**src/sv/dq_pkg.sv**
```systemverilog
`timescale 1ns / 1ps
// ----------------------------------------------------------------------------
// dq_pkg
// shared types and constants for the double-ended queue
// ----------------------------------------------------------------------------
package dq_pkg;

    localparam int DQ_DEPTH    = 64;
    localparam int DQ_DATA_W   = 32;
    localparam int DQ_OPCODE_W = 3;
    localparam int DQ_STATUS_W = 2;

    typedef enum logic [DQ_OPCODE_W-1:0] {
        OP_PUSH_FRONT = 3'd0,
        OP_PUSH_BACK  = 3'd1,
        OP_POP_FRONT  = 3'd2,
        OP_POP_BACK   = 3'd3,
        OP_DUMP       = 3'd4
    } t_dq_op;

    typedef enum logic [DQ_STATUS_W-1:0] {
        STAT_OK        = 2'd0,
        STAT_OVERFLOW  = 2'd1,
        STAT_UNDERFLOW = 2'd2
    } t_dq_status;

    typedef enum logic [1:0] {
        ST_IDLE,
        ST_READ,
        ST_WAIT
    } t_dq_state;

    // controller to datapath
    typedef struct packed {
        logic take;      // input transaction accepted, execute its opcode
        logic rd_issue;  // read the next dump entry
        logic rd_load;   // move the read data into the output register
    } t_dq_cmd;

    // datapath to controller
    typedef struct packed {
        logic out_free;  // output register can take a result this cycle
        logic dump_go;   // current input is a dump of a non-empty queue
        logic rd_done;   // no dump entries left to read
    } t_dq_sts;

endpackage

```
**src/sv/dq_ram.sv**
```systemverilog
`timescale 1ns / 1ps
// ----------------------------------------------------------------------------
// dq_ram
// generic single-write, single-read ram with registered read data
// ----------------------------------------------------------------------------
module dq_ram #(
    parameter int WIDTH  = 32,
    parameter int DEPTH  = 64,
    parameter int ADDR_W = $clog2(DEPTH)
) (
    input  logic              i_clk,
    input  logic              i_we,
    input  logic [ADDR_W-1:0] i_waddr,
    input  logic [WIDTH-1:0]  i_wdata,
    input  logic              i_re,
    input  logic [ADDR_W-1:0] i_raddr,
    output logic [WIDTH-1:0]  o_rdata
);

    logic [WIDTH-1:0] r_mem [DEPTH];
    logic [WIDTH-1:0] r_rdata;

    always_ff @(posedge i_clk) begin
        if (i_we) begin
            r_mem[i_waddr] <= i_wdata;
        end
        if (i_re) begin
            r_rdata <= r_mem[i_raddr];
        end
    end

    assign o_rdata = r_rdata;

endmodule

```
**src/sv/dq_ctrl.sv**
```systemverilog
`timescale 1ns / 1ps
// ----------------------------------------------------------------------------
// dq_ctrl
// controller: input handshake and the dump read sequence
// ----------------------------------------------------------------------------
module dq_ctrl (
    input  logic           i_clk,
    input  logic           i_rst_n,
    input  logic           i_valid,
    output logic           o_ready,
    input  dq_pkg::t_dq_sts i_sts,
    output dq_pkg::t_dq_cmd o_cmd
);

    import dq_pkg::*;

    t_dq_state r_state;
    t_dq_state n_state;

    always_ff @(posedge i_clk) begin
        if (!i_rst_n) begin
            r_state <= ST_IDLE;
        end else begin
            r_state <= n_state;
        end
    end

    always_comb begin
        n_state = r_state;
        o_ready = 1'b0;
        o_cmd   = '0;
        case (r_state)
            ST_IDLE: begin
                o_ready    = i_sts.out_free;
                o_cmd.take = i_valid && i_sts.out_free;
                if (o_cmd.take && i_sts.dump_go) begin
                    n_state = ST_READ;
                end
            end
            ST_READ: begin
                o_cmd.rd_issue = 1'b1;
                n_state        = ST_WAIT;
            end
            ST_WAIT: begin
                // read data holds until the output register frees up
                if (i_sts.out_free) begin
                    o_cmd.rd_load = 1'b1;
                    n_state       = i_sts.rd_done ? ST_IDLE : ST_READ;
                end
            end
            default: begin
                n_state = ST_IDLE;
            end
        endcase
    end

endmodule

```
**src/sv/dq_dp.sv**
```systemverilog
`timescale 1ns / 1ps
// ----------------------------------------------------------------------------
// dq_dp
// datapath: ring pointers, occupancy, entry ram and output register
// ----------------------------------------------------------------------------
module dq_dp #(
    parameter int DEPTH = dq_pkg::DQ_DEPTH
) (
    input  logic                            i_clk,
    input  logic                            i_rst_n,
    input  dq_pkg::t_dq_cmd                 i_cmd,
    output dq_pkg::t_dq_sts                 o_sts,
    input  logic [dq_pkg::DQ_OPCODE_W-1:0]  i_opcode,
    input  logic [dq_pkg::DQ_DATA_W-1:0]    i_value,
    input  logic                            i_m_ready,
    output logic                            o_m_valid,
    output logic [dq_pkg::DQ_DATA_W-1:0]    o_m_entry,
    output logic [dq_pkg::DQ_STATUS_W-1:0]  o_m_status,
    output logic                            o_m_last
);

    import dq_pkg::*;

    localparam int PTR_W = $clog2(DEPTH);
    localparam int CNT_W = $clog2(DEPTH + 1);
    localparam int SUM_W = PTR_W + 1;

    logic [PTR_W-1:0] r_front, n_front;
    logic [CNT_W-1:0] r_count, n_count;
    logic [PTR_W-1:0] r_rd_ptr, n_rd_ptr;
    logic [CNT_W-1:0] r_remain, n_remain;
    logic             r_out_valid, n_out_valid;
    logic [DQ_DATA_W-1:0]   r_out_entry, n_out_entry;
    logic [DQ_STATUS_W-1:0] r_out_status, n_out_status;
    logic                   r_out_last, n_out_last;

    logic             full, empty;
    logic [PTR_W-1:0] front_dec;
    logic [SUM_W-1:0] back_sum;
    logic [PTR_W-1:0] back_slot;
    logic             ram_we;
    logic [PTR_W-1:0] ram_waddr;
    logic [DQ_DATA_W-1:0] ram_rdata;
    t_dq_op           op;

    assign op    = t_dq_op'(i_opcode);
    assign full  = (r_count == CNT_W'(DEPTH));
    assign empty = (r_count == '0);

    assign front_dec = (r_front == '0) ? PTR_W'(DEPTH - 1) : r_front - PTR_W'(1);
    // free slot past the back: front + count, wrapped once
    assign back_sum  = SUM_W'(r_front) + SUM_W'(r_count);
    assign back_slot = (back_sum >= SUM_W'(DEPTH)) ? PTR_W'(back_sum - SUM_W'(DEPTH))
                                                   : back_sum[PTR_W-1:0];

    assign o_sts.out_free = !r_out_valid || i_m_ready;
    assign o_sts.dump_go  = (op == OP_DUMP) && !empty;
    assign o_sts.rd_done  = (r_remain == '0);

    always_comb begin
        n_front      = r_front;
        n_count      = r_count;
        n_rd_ptr     = r_rd_ptr;
        n_remain     = r_remain;
        n_out_valid  = r_out_valid && !i_m_ready;
        n_out_entry  = r_out_entry;
        n_out_status = r_out_status;
        n_out_last   = r_out_last;
        ram_we       = 1'b0;
        ram_waddr    = back_slot;

        if (i_cmd.take) begin
            n_out_entry = '0;
            n_out_last  = 1'b1;
            case (op)
                OP_PUSH_FRONT, OP_PUSH_BACK: begin
                    n_out_valid = 1'b1;
                    if (full) begin
                        n_out_status = STAT_OVERFLOW;
                    end else begin
                        n_out_status = STAT_OK;
                        ram_we       = 1'b1;
                        n_count      = r_count + CNT_W'(1);
                        if (op == OP_PUSH_FRONT) begin
                            ram_waddr = front_dec;
                            n_front   = front_dec;
                        end
                    end
                end
                OP_POP_FRONT, OP_POP_BACK: begin
                    n_out_valid = 1'b1;
                    if (empty) begin
                        n_out_status = STAT_UNDERFLOW;
                    end else begin
                        n_out_status = STAT_OK;
                        n_count      = r_count - CNT_W'(1);
                        if (op == OP_POP_FRONT) begin
                            n_front = (r_front == PTR_W'(DEPTH - 1)) ? '0
                                                                     : r_front + PTR_W'(1);
                        end
                    end
                end
                OP_DUMP: begin
                    if (empty) begin
                        n_out_valid  = 1'b1;
                        n_out_status = STAT_UNDERFLOW;
                    end else begin
                        n_rd_ptr = r_front;
                        n_remain = r_count;
                    end
                end
                default: begin
                    // unused opcodes produce nothing
                end
            endcase
        end

        if (i_cmd.rd_issue) begin
            n_rd_ptr = (r_rd_ptr == PTR_W'(DEPTH - 1)) ? '0 : r_rd_ptr + PTR_W'(1);
            n_remain = r_remain - CNT_W'(1);
        end

        if (i_cmd.rd_load) begin
            n_out_valid  = 1'b1;
            n_out_entry  = ram_rdata;
            n_out_status = STAT_OK;
            n_out_last   = (r_remain == '0);
        end
    end

    always_ff @(posedge i_clk) begin
        if (!i_rst_n) begin
            r_front     <= '0;
            r_count     <= '0;
            r_remain    <= '0;
            r_out_valid <= 1'b0;
        end else begin
            r_front     <= n_front;
            r_count     <= n_count;
            r_remain    <= n_remain;
            r_out_valid <= n_out_valid;
        end
    end

    always_ff @(posedge i_clk) begin
        r_rd_ptr     <= n_rd_ptr;
        r_out_entry  <= n_out_entry;
        r_out_status <= n_out_status;
        r_out_last   <= n_out_last;
    end

    dq_ram #(
        .WIDTH (DQ_DATA_W),
        .DEPTH (DEPTH)
    ) u_ram (
        .i_clk   (i_clk),
        .i_we    (ram_we),
        .i_waddr (ram_waddr),
        .i_wdata (i_value),
        .i_re    (i_cmd.rd_issue),
        .i_raddr (r_rd_ptr),
        .o_rdata (ram_rdata)
    );

    assign o_m_valid  = r_out_valid;
    assign o_m_entry  = r_out_entry;
    assign o_m_status = r_out_status;
    assign o_m_last   = r_out_last;

endmodule

```
**src/sv/double_ended_queue.sv**
```systemverilog
`timescale 1ns / 1ps
// ----------------------------------------------------------------------------
// double_ended_queue
// bounded deque of signed 32-bit values kept in a ring with front pointer
// and occupancy count; push/pop at either end, and a front-to-back dump
// ----------------------------------------------------------------------------
//  channel   | dir | tdata           | tuser           | tlast
//  s_axis    | in  | value [31:0]    | opcode [2:0]    | -
//  m_axis    | out | entry [31:0]    | status [1:0]    | last of item
//
//  push and pop: one transaction per cycle while the output register is free,
//  result in the output register on the next cycle
//  dump of n entries: per entry a ram read issue, then a load that waits for
//  a free output register; input held off until the last entry is loaded
//  reset is synchronous, active low, clears front pointer, count, dump remainder and output valid
//  a result held in the output register stalls input and dump reads until
//  m_axis_tready takes it
// ----------------------------------------------------------------------------
module double_ended_queue #(
    parameter int DEPTH = dq_pkg::DQ_DEPTH
) (
    input  logic                            i_clk,
    input  logic                            i_rst_n,
    input  logic                            i_s_axis_tvalid,
    output logic                            o_s_axis_tready,
    input  logic [dq_pkg::DQ_DATA_W-1:0]    i_s_axis_tdata,   // value
    input  logic [dq_pkg::DQ_OPCODE_W-1:0]  i_s_axis_tuser,   // opcode
    output logic                            o_m_axis_tvalid,
    input  logic                            i_m_axis_tready,
    output logic [dq_pkg::DQ_DATA_W-1:0]    o_m_axis_tdata,   // entry
    output logic [dq_pkg::DQ_STATUS_W-1:0]  o_m_axis_tuser,   // status
    output logic                            o_m_axis_tlast
);

    import dq_pkg::*;

    t_dq_cmd cmd;
    t_dq_sts sts;

    dq_ctrl u_ctrl (
        .i_clk   (i_clk),
        .i_rst_n (i_rst_n),
        .i_valid (i_s_axis_tvalid),
        .o_ready (o_s_axis_tready),
        .i_sts   (sts),
        .o_cmd   (cmd)
    );

    dq_dp #(
        .DEPTH (DEPTH)
    ) u_dp (
        .i_clk      (i_clk),
        .i_rst_n    (i_rst_n),
        .i_cmd      (cmd),
        .o_sts      (sts),
        .i_opcode   (i_s_axis_tuser),
        .i_value    (i_s_axis_tdata),
        .i_m_ready  (i_m_axis_tready),
        .o_m_valid  (o_m_axis_tvalid),
        .o_m_entry  (o_m_axis_tdata),
        .o_m_status (o_m_axis_tuser),
        .o_m_last   (o_m_axis_tlast)
    );

endmodule
```
**config.mk**
```make
export PLATFORM = sky130hd
export DESIGN_NAME = double_ended_queue
export DESIGN_NICKNAME = d
export VERILOG_FILES = /design/src/sv/dq_pkg.sv /design/src/sv/dq_ram.sv /design/src/sv/dq_ctrl.sv /design/src/sv/dq_dp.sv /design/src/sv/double_ended_queue.sv
export SDC_FILE = /design/constraint.sdc
export NUM_CORES = 2
export LEC_CHECK = 0
export BUFFER_PORTS_ARGS = -buffer_cell sky130_fd_sc_hd__buf_2
export CORE_MARGIN = 2
export CORE_UTILIZATION = 50
export DETAILED_ROUTE_END_ITERATION = 12
export PLACE_DENSITY_LB_ADDON = 0.05
export SETUP_SLACK_MARGIN = 0.4
export SLEW_MARGIN = 30
export SYNTH_ARGS = -nofsm -noshare
export SYNTH_HDL_FRONTEND = slang
export SYNTH_HIERARCHICAL = 1
export SYNTH_SLANG_ARGS = --single-unit
```
**constraint.sdc**
```tcl
create_clock -name i_clk -period 7.1 [get_ports i_clk]
set_input_delay 0.71 -clock i_clk [delete_from_list [all_inputs] [get_ports i_clk]]
set_output_delay 0.71 -clock i_clk [all_outputs]
set_load 0.01 [all_outputs]
```
## After elaboration in Yosys (flattened, before gate mapping)

Memory sizes are Yosys's and may differ from the RTL's. A register that Yosys moved wholly into a read port is not among the register bits.
Cells that the tools add are included.

| word-level totals | value |
|---|---|
| bits in registers | 64 |
| memory bits (writable) | 2048 |
| output and inout bits | 37 |
| logic and storage cells | 112 |
| memories | 1 |

| operators by class | value |
|---|---|
| add/sub/neg operators | 8 |
| magnitude comparators | 1 |
| equal/unequal tests | 17 |
| muxes and demuxes | 50 |
| reductions and logical operators | 26 |

Memories:

| name | depth | width | rd ports | clocked after memory_dff | write ports | line | RTL |
|---|---|---|---|---|---|---|---|
| u_dp.u_ram.r_mem | 64 | 32 | 1 | 1 | 1 | dq_ram.sv:20 | `logic [WIDTH-1:0] r_mem [DEPTH];` |

Operator list:

| operator | count |
|---|---|
| 6-bit two-way mux | 16 |
| 32-bit two-way mux | 2 |
| 7-bit two-way mux | 6 |
| 1-bit two-way mux | 17 |
| 7-bit logical NOT | 2 |
| 7-bit case mux with 2 select lines | 1 |
| 7-bit by 1-bit subtractor with 7-bit output, second input constant | 2 |
| 6-bit by 1-bit adder with 6-bit output, second input constant | 2 |
| 6-bit == test, second input constant | 2 |
| 2-bit case mux with 3 select lines | 2 |
| 6-bit case mux with 2 select lines | 1 |
| 6-bit by 1-bit subtractor with 6-bit output, second input constant | 2 |
| 2-bit by 1-bit inequality test with 1-bit output, second input constant | 5 |
| 2-bit two-way mux | 4 |
| 2-bit nonzero test | 4 |
| 6-bit by 7-bit adder with 7-bit output | 1 |
| 7-bit by 1-bit adder with 7-bit output, second input constant | 1 |
| 7-bit == test, second input constant | 1 |
| 7-bit greater-or-equal comparator, second input constant | 1 |
| 3-bit by 2-bit == test with 1-bit output, second input constant | 2 |
| 6-bit logical NOT | 1 |
| 2-bit inequality test, second input constant | 3 |
| 3-bit AND reduction | 2 |
| 6-bit AND reduction | 1 |
| 15 further kinds | 21 |

## Logic depth before layout (Yosys ltp)

| depth | value |
|---|---|
| word-level depth | 7 |
| depth in mapped cells | 13 |

## By module

The synthesis kept the hierarchy.

By module, submodules not included:

| module | times used | cells each | area an instance (um^2) |
|---|---|---|---|
| dq_ram | 1 | 3324 | 78835.6 |
| dq_dp | 1 | 352 | 3503.4 |
| dq_ctrl | 1 | 13 | 131.4 |

## Least setup slack after synthesis

Ideal clock, no wire load.

| path | value |
|---|---|
| kind | input to register |
| start point | input port i_m_axis_tready |
| end point | memory u_dp.u_ram.r_mem[49][0] (enable) |
| arrival | 4.888 ns |
| path slack | 1.752 ns |
| cell stages on the path | 10 |
| path buffers | 1 |
| cells stage by stage | nand2b_1 nor3b_2 and2_1 nor2b_1 o311a_1 buf_2 nor2_1 a31oi_1 nand4_1 nor3_1 |

RTL lines:

| element | line | RTL |
|---|---|---|
| start, declared | double_ended_queue.sv:29 | `input logic i_m_axis_tready,` |
| end, declared | dq_ram.sv:20 |  |

==> out/summary.log <==
INFO  run_status     status=finished clean
INFO  worst_setup_path path_delay_family=simple AND/OR/NAND/NOR gates
INFO  final_layout   final_cell_mix=edfxtp_1, mux4_2, clkbuf_16
INFO  routing        dr_wl_met3=18500µm
INFO  routing        met1Wirelength=88900µm
INFO  sta            finalCritPeriodShare=68.2%
INFO  worst_setup_path timing.critical_path.slowest_stage_cell=mux2i_1
INFO  worst_setup_path rrSetupSlack=2.26ns
INFO  grt            grt_max_degree=93
INFO  grt            number_of_global_route_vias_before_repair=39400
INFO  synth          synth_ff_type=edfxtp_1
INFO  synth          synthesized_instance_count=3689
INFO  routing        viasPerCell=6.31
INFO  final_layout   area_delta_synth_final=13.3%
INFO  min_path       hold_path_startpoint=i_s_axis_tdata[21]
INFO  die            die_y=410µm
INFO  routing        routedWlPerCell=34.9µm
INFO  min_path       timing.hold.worst_path_depth=1
INFO  final_layout   nNetsFinal=3978
INFO  synth          mean_instance_size_in_the_synthesized_netlist=22.4µm²
INFO  clock_tree     worst_setup_hold_path_clk_slew=0.06ns
INFO  grt            grt.overflow.total=0
INFO  worst_setup_path timing.critical_path.fanout_max=18
INFO  worst_setup_path rr_endpoint=u_dp/u_ram/r_mem[11][30]$_DFFE_PP_
INFO  synth          synth_edf_count=2119
INFO  power_and_ir_drop power.leakage=29.1nW
INFO  final_layout   leading_cell_type_in_the_layout_fill_and_taps_excluded=edfxtp_1
INFO  placed_design  dpl.cell_count=5894
INFO  power_and_ir_drop power_density=272mW/mm²
INFO  placed_design  place.port_buffers=75
INFO  power_and_ir_drop max_ir_drop_vdd=0.244mV
INFO  clock_tree     post-cts-setup-buffer-count=0
INFO  worst_setup_path cp_num_buf_inv=2
INFO  routing        top_layer_used=met5
INFO  worst_setup_path timing.setup.critical_path_class=reg -> reg
INFO  sta            max_freq=206MHz
INFO  grt            grt_first_pass_wirelength=307000µm
INFO  worst_setup_path worstPathRequired=7.60ns
INFO  grt            grt_util_all_layers=26.2%
INFO  synth          mappedNetlistNets=3746
INFO  die            floorplan.die_area=0.168mm²
INFO  sta            grt_setup_unrepaired=no
INFO  synth          ys_ff_latch=2144
INFO  sta            timing_max_transition_violations_final=0
INFO  final_layout   fraction_of_final_layout_cells_sized_beyond_drive_strength_1=27.7%
INFO  sta            fin_hold_ws=0.126ns
INFO  synth          ys_warn_count=6
INFO  sta            relSlewSlack=29.8%
INFO  run            max_cap_violations=0
INFO  clock_tree     max-clock-path-buffers=3
INFO  clock_tree     clock_insertion_delay_worst_skew=0.83ns
INFO  worst_setup_path cp_cell_sequence=nand2b_1 -> nor3b_2 -> and2_1 -> nor2b_1 -> o311a_1 -> mux2i_1 -> nor2b_1 -> nand3_1 -> buf_4 -> nor2_4 -> buf_4
INFO  die            floorplan.initialDensity=50.2%
INFO  synth          synth-async-reset-ratio=0%
INFO  die            io_pins=76
INFO  synth          netlist.top_cell.by_area=edfxtp_1
INFO  routing        drt_wl_total=219000µm
INFO  routing        dr_wl_met2=107000µm
INFO  final_layout   finalNonFillerCells=6282
INFO  clock_tree     hold_buffers=0
INFO  worst_setup_path r2r_cell_count=11
INFO  routing        route.antenna.remaining_nets=0
INFO  grt            antenna_found_initial=20
INFO  sta            final.min_clock_period=4.84ns
INFO  die            coreArea=0.164mm²
INFO  worst_setup_path max_stage_delay=0.77ns
INFO  synth          synth.yosys.seq_area_share=77.8%
INFO  sta            skew=0.0203ns
INFO  min_path       worst_hold_path.endpoint=u_dp/u_ram/r_mem[54][21]$_DFFE_PP_
INFO  worst_setup_path setup.worst_path.end_class=flip-flop
INFO  clock_tree     root_buffer=clkbuf_16
INFO  clock_tree     cts_tree=done
INFO  die            die_w=410µm
INFO  worst_setup_path r2r_start=u_dp/o_m_valid$_SDFF_PN0_
INFO  synth          synth.lib_cells_used.distinct=66
INFO  sta            report.final.hold_viol_count=0
INFO  placed_design  gpl.final_weighted_congestion=0.871
INFO  final_layout   final_util=56.8%
INFO  routing        dr.first_iter.drc_count=5084
INFO  placed_design  dp.final_hpwl=134000µm
INFO  routing        vias=39641
INFO  min_path       min-delay-path-class=in -> reg
INFO  clock_tree     cts_resized=0
INFO  sta            final.setup.tns=0ns
INFO  routing        detail_route.drc_violations=0
INFO  synth          netlist.area_leader.share=77.2%
INFO  synth          synth.area.top_cells=edfxtp_1, mux4_2, mux2i_1
INFO  die            placementRows=149
INFO  sta            worst_pin_slew=1.04ns
INFO  routing        detailedRoute.firstPassIterationCount=6
INFO  clock_tree     cts_buffers=210
INFO  worst_setup_path crit_arrival=5.34ns
INFO  synth          mappedNetlistArea=0.0825mm²
INFO  clock_tree     cts_htree_levels=4
INFO  worst_setup_path kind_of_start_point_of_the_critical_path=flip-flop
INFO  sta            finalSetupViolCount=0
INFO  clock_tree     cts.sinks=2144
metal layers:
metal	up-vias	global-route usage, %
li1	16080	-
met1	21645	37.3
met2	1662	42.1
met3	250	5.82
met4	4	5.67
met5	-	0
kinds of logic after synthesis:
group	count (synthesis)	share of synthesized area, %
XOR/XNOR	17	0.181
AND/OR/NAND/NOR	365	2.20
flip-flops	2144	77.8
multiplexers	642	16.0
AO/OA/AOI/OAI	290	2.29
buffers and inverters	213	1.23
adder cells (fa/ha/maj)	18	0.291
metrics by stage:
stage	cell area (µm²)	total power, mW	setup slack (ns)
detailed placement	86900	15.2	1.78
floorplan	82500	14.7	1.75
global route	93400	26.1	1.95
CTS	93300	25.6	2.27
finish	93400	25.4	2.26
global placement	86100	15.2	1.36
synthesized netlist by cell type (8+ instances only):
cell type     n
nand3_1      18
o221ai_1     27
o22ai_1      88
edfxtp_1   2119
nor2b_1      21
inv_1        10
a22oi_1      12
nand2b_1     21
nand2_1      50
mux4_2      544
nor3_1       13
buf_1        22
buf_2        60
xnor2_1       9
and2_1       39
clkbuf_1     89
a21oi_1      86
xor2_1        8
dfxtp_1      25
o21ai_0      19
ha_1         16
a311oi_1      8
nor2_1      155
mux2i_1      98
buf_4        26
power breakdown:
group	leakage, nW	total, mW	switching [mW]	internal, mW
clock	3.13	10.5	4.57	5.88
combinational	6.67	0.929	0.672	0.256
sequential	19.3	14.0	0.0289	14.0
state kept, by name (all words and copies together), names as in the netlist:
register,count
u_dp/u_ram/r_mem,2048
u_dp/o_m_entry,32
u_dp/u_ram/o_rdata,32
u_dp/r_count,7
u_dp/r_remain,7
u_dp/r_front,6
u_dp/r_rd_ptr,6
u_ctrl/r_state,2
u_dp/o_m_status,2
u_dp/o_m_last,1
u_dp/o_m_valid,1
worst max path at each step:
stage	startpoint	cells past startpoint	endpoint
floorplan	i_m_axis_tready	10	u_dp/u_ram/r_mem[49][0]$_DFFE_PP_
detailed placement	i_m_axis_tready	11	u_dp/u_ram/r_mem[2][9]$_DFFE_PP_
finish	u_dp/o_m_valid$_SDFF_PN0_	11	u_dp/u_ram/r_mem[11][30]$_DFFE_PP_
CTS	u_dp/o_m_valid$_SDFF_PN0_	10	u_dp/u_ram/r_mem[2][18]$_DFFE_PP_
global route	u_dp/o_m_valid$_SDFF_PN0_	10	u_dp/u_ram/r_mem[2][9]$_DFFE_PP_
global placement	i_m_axis_tready	10	u_dp/u_ram/r_mem[18][25]$_DFFE_PP_
area by class of cell:
class / instances / area [µm²]
fillers: 12004 / 71000
clock buffers: 279 / 5700
repair buffers: 223 / 2250
flip-flops and latches: 2144 / 64100
clock inverters: 102 / 696
well taps: 2189 / 2740
inverters: 10 / 37.5
diodes: 3 / 7.51
multi-input cells: 1332 / 17800
No activity file was read; power rests on OpenSTA's default activity.
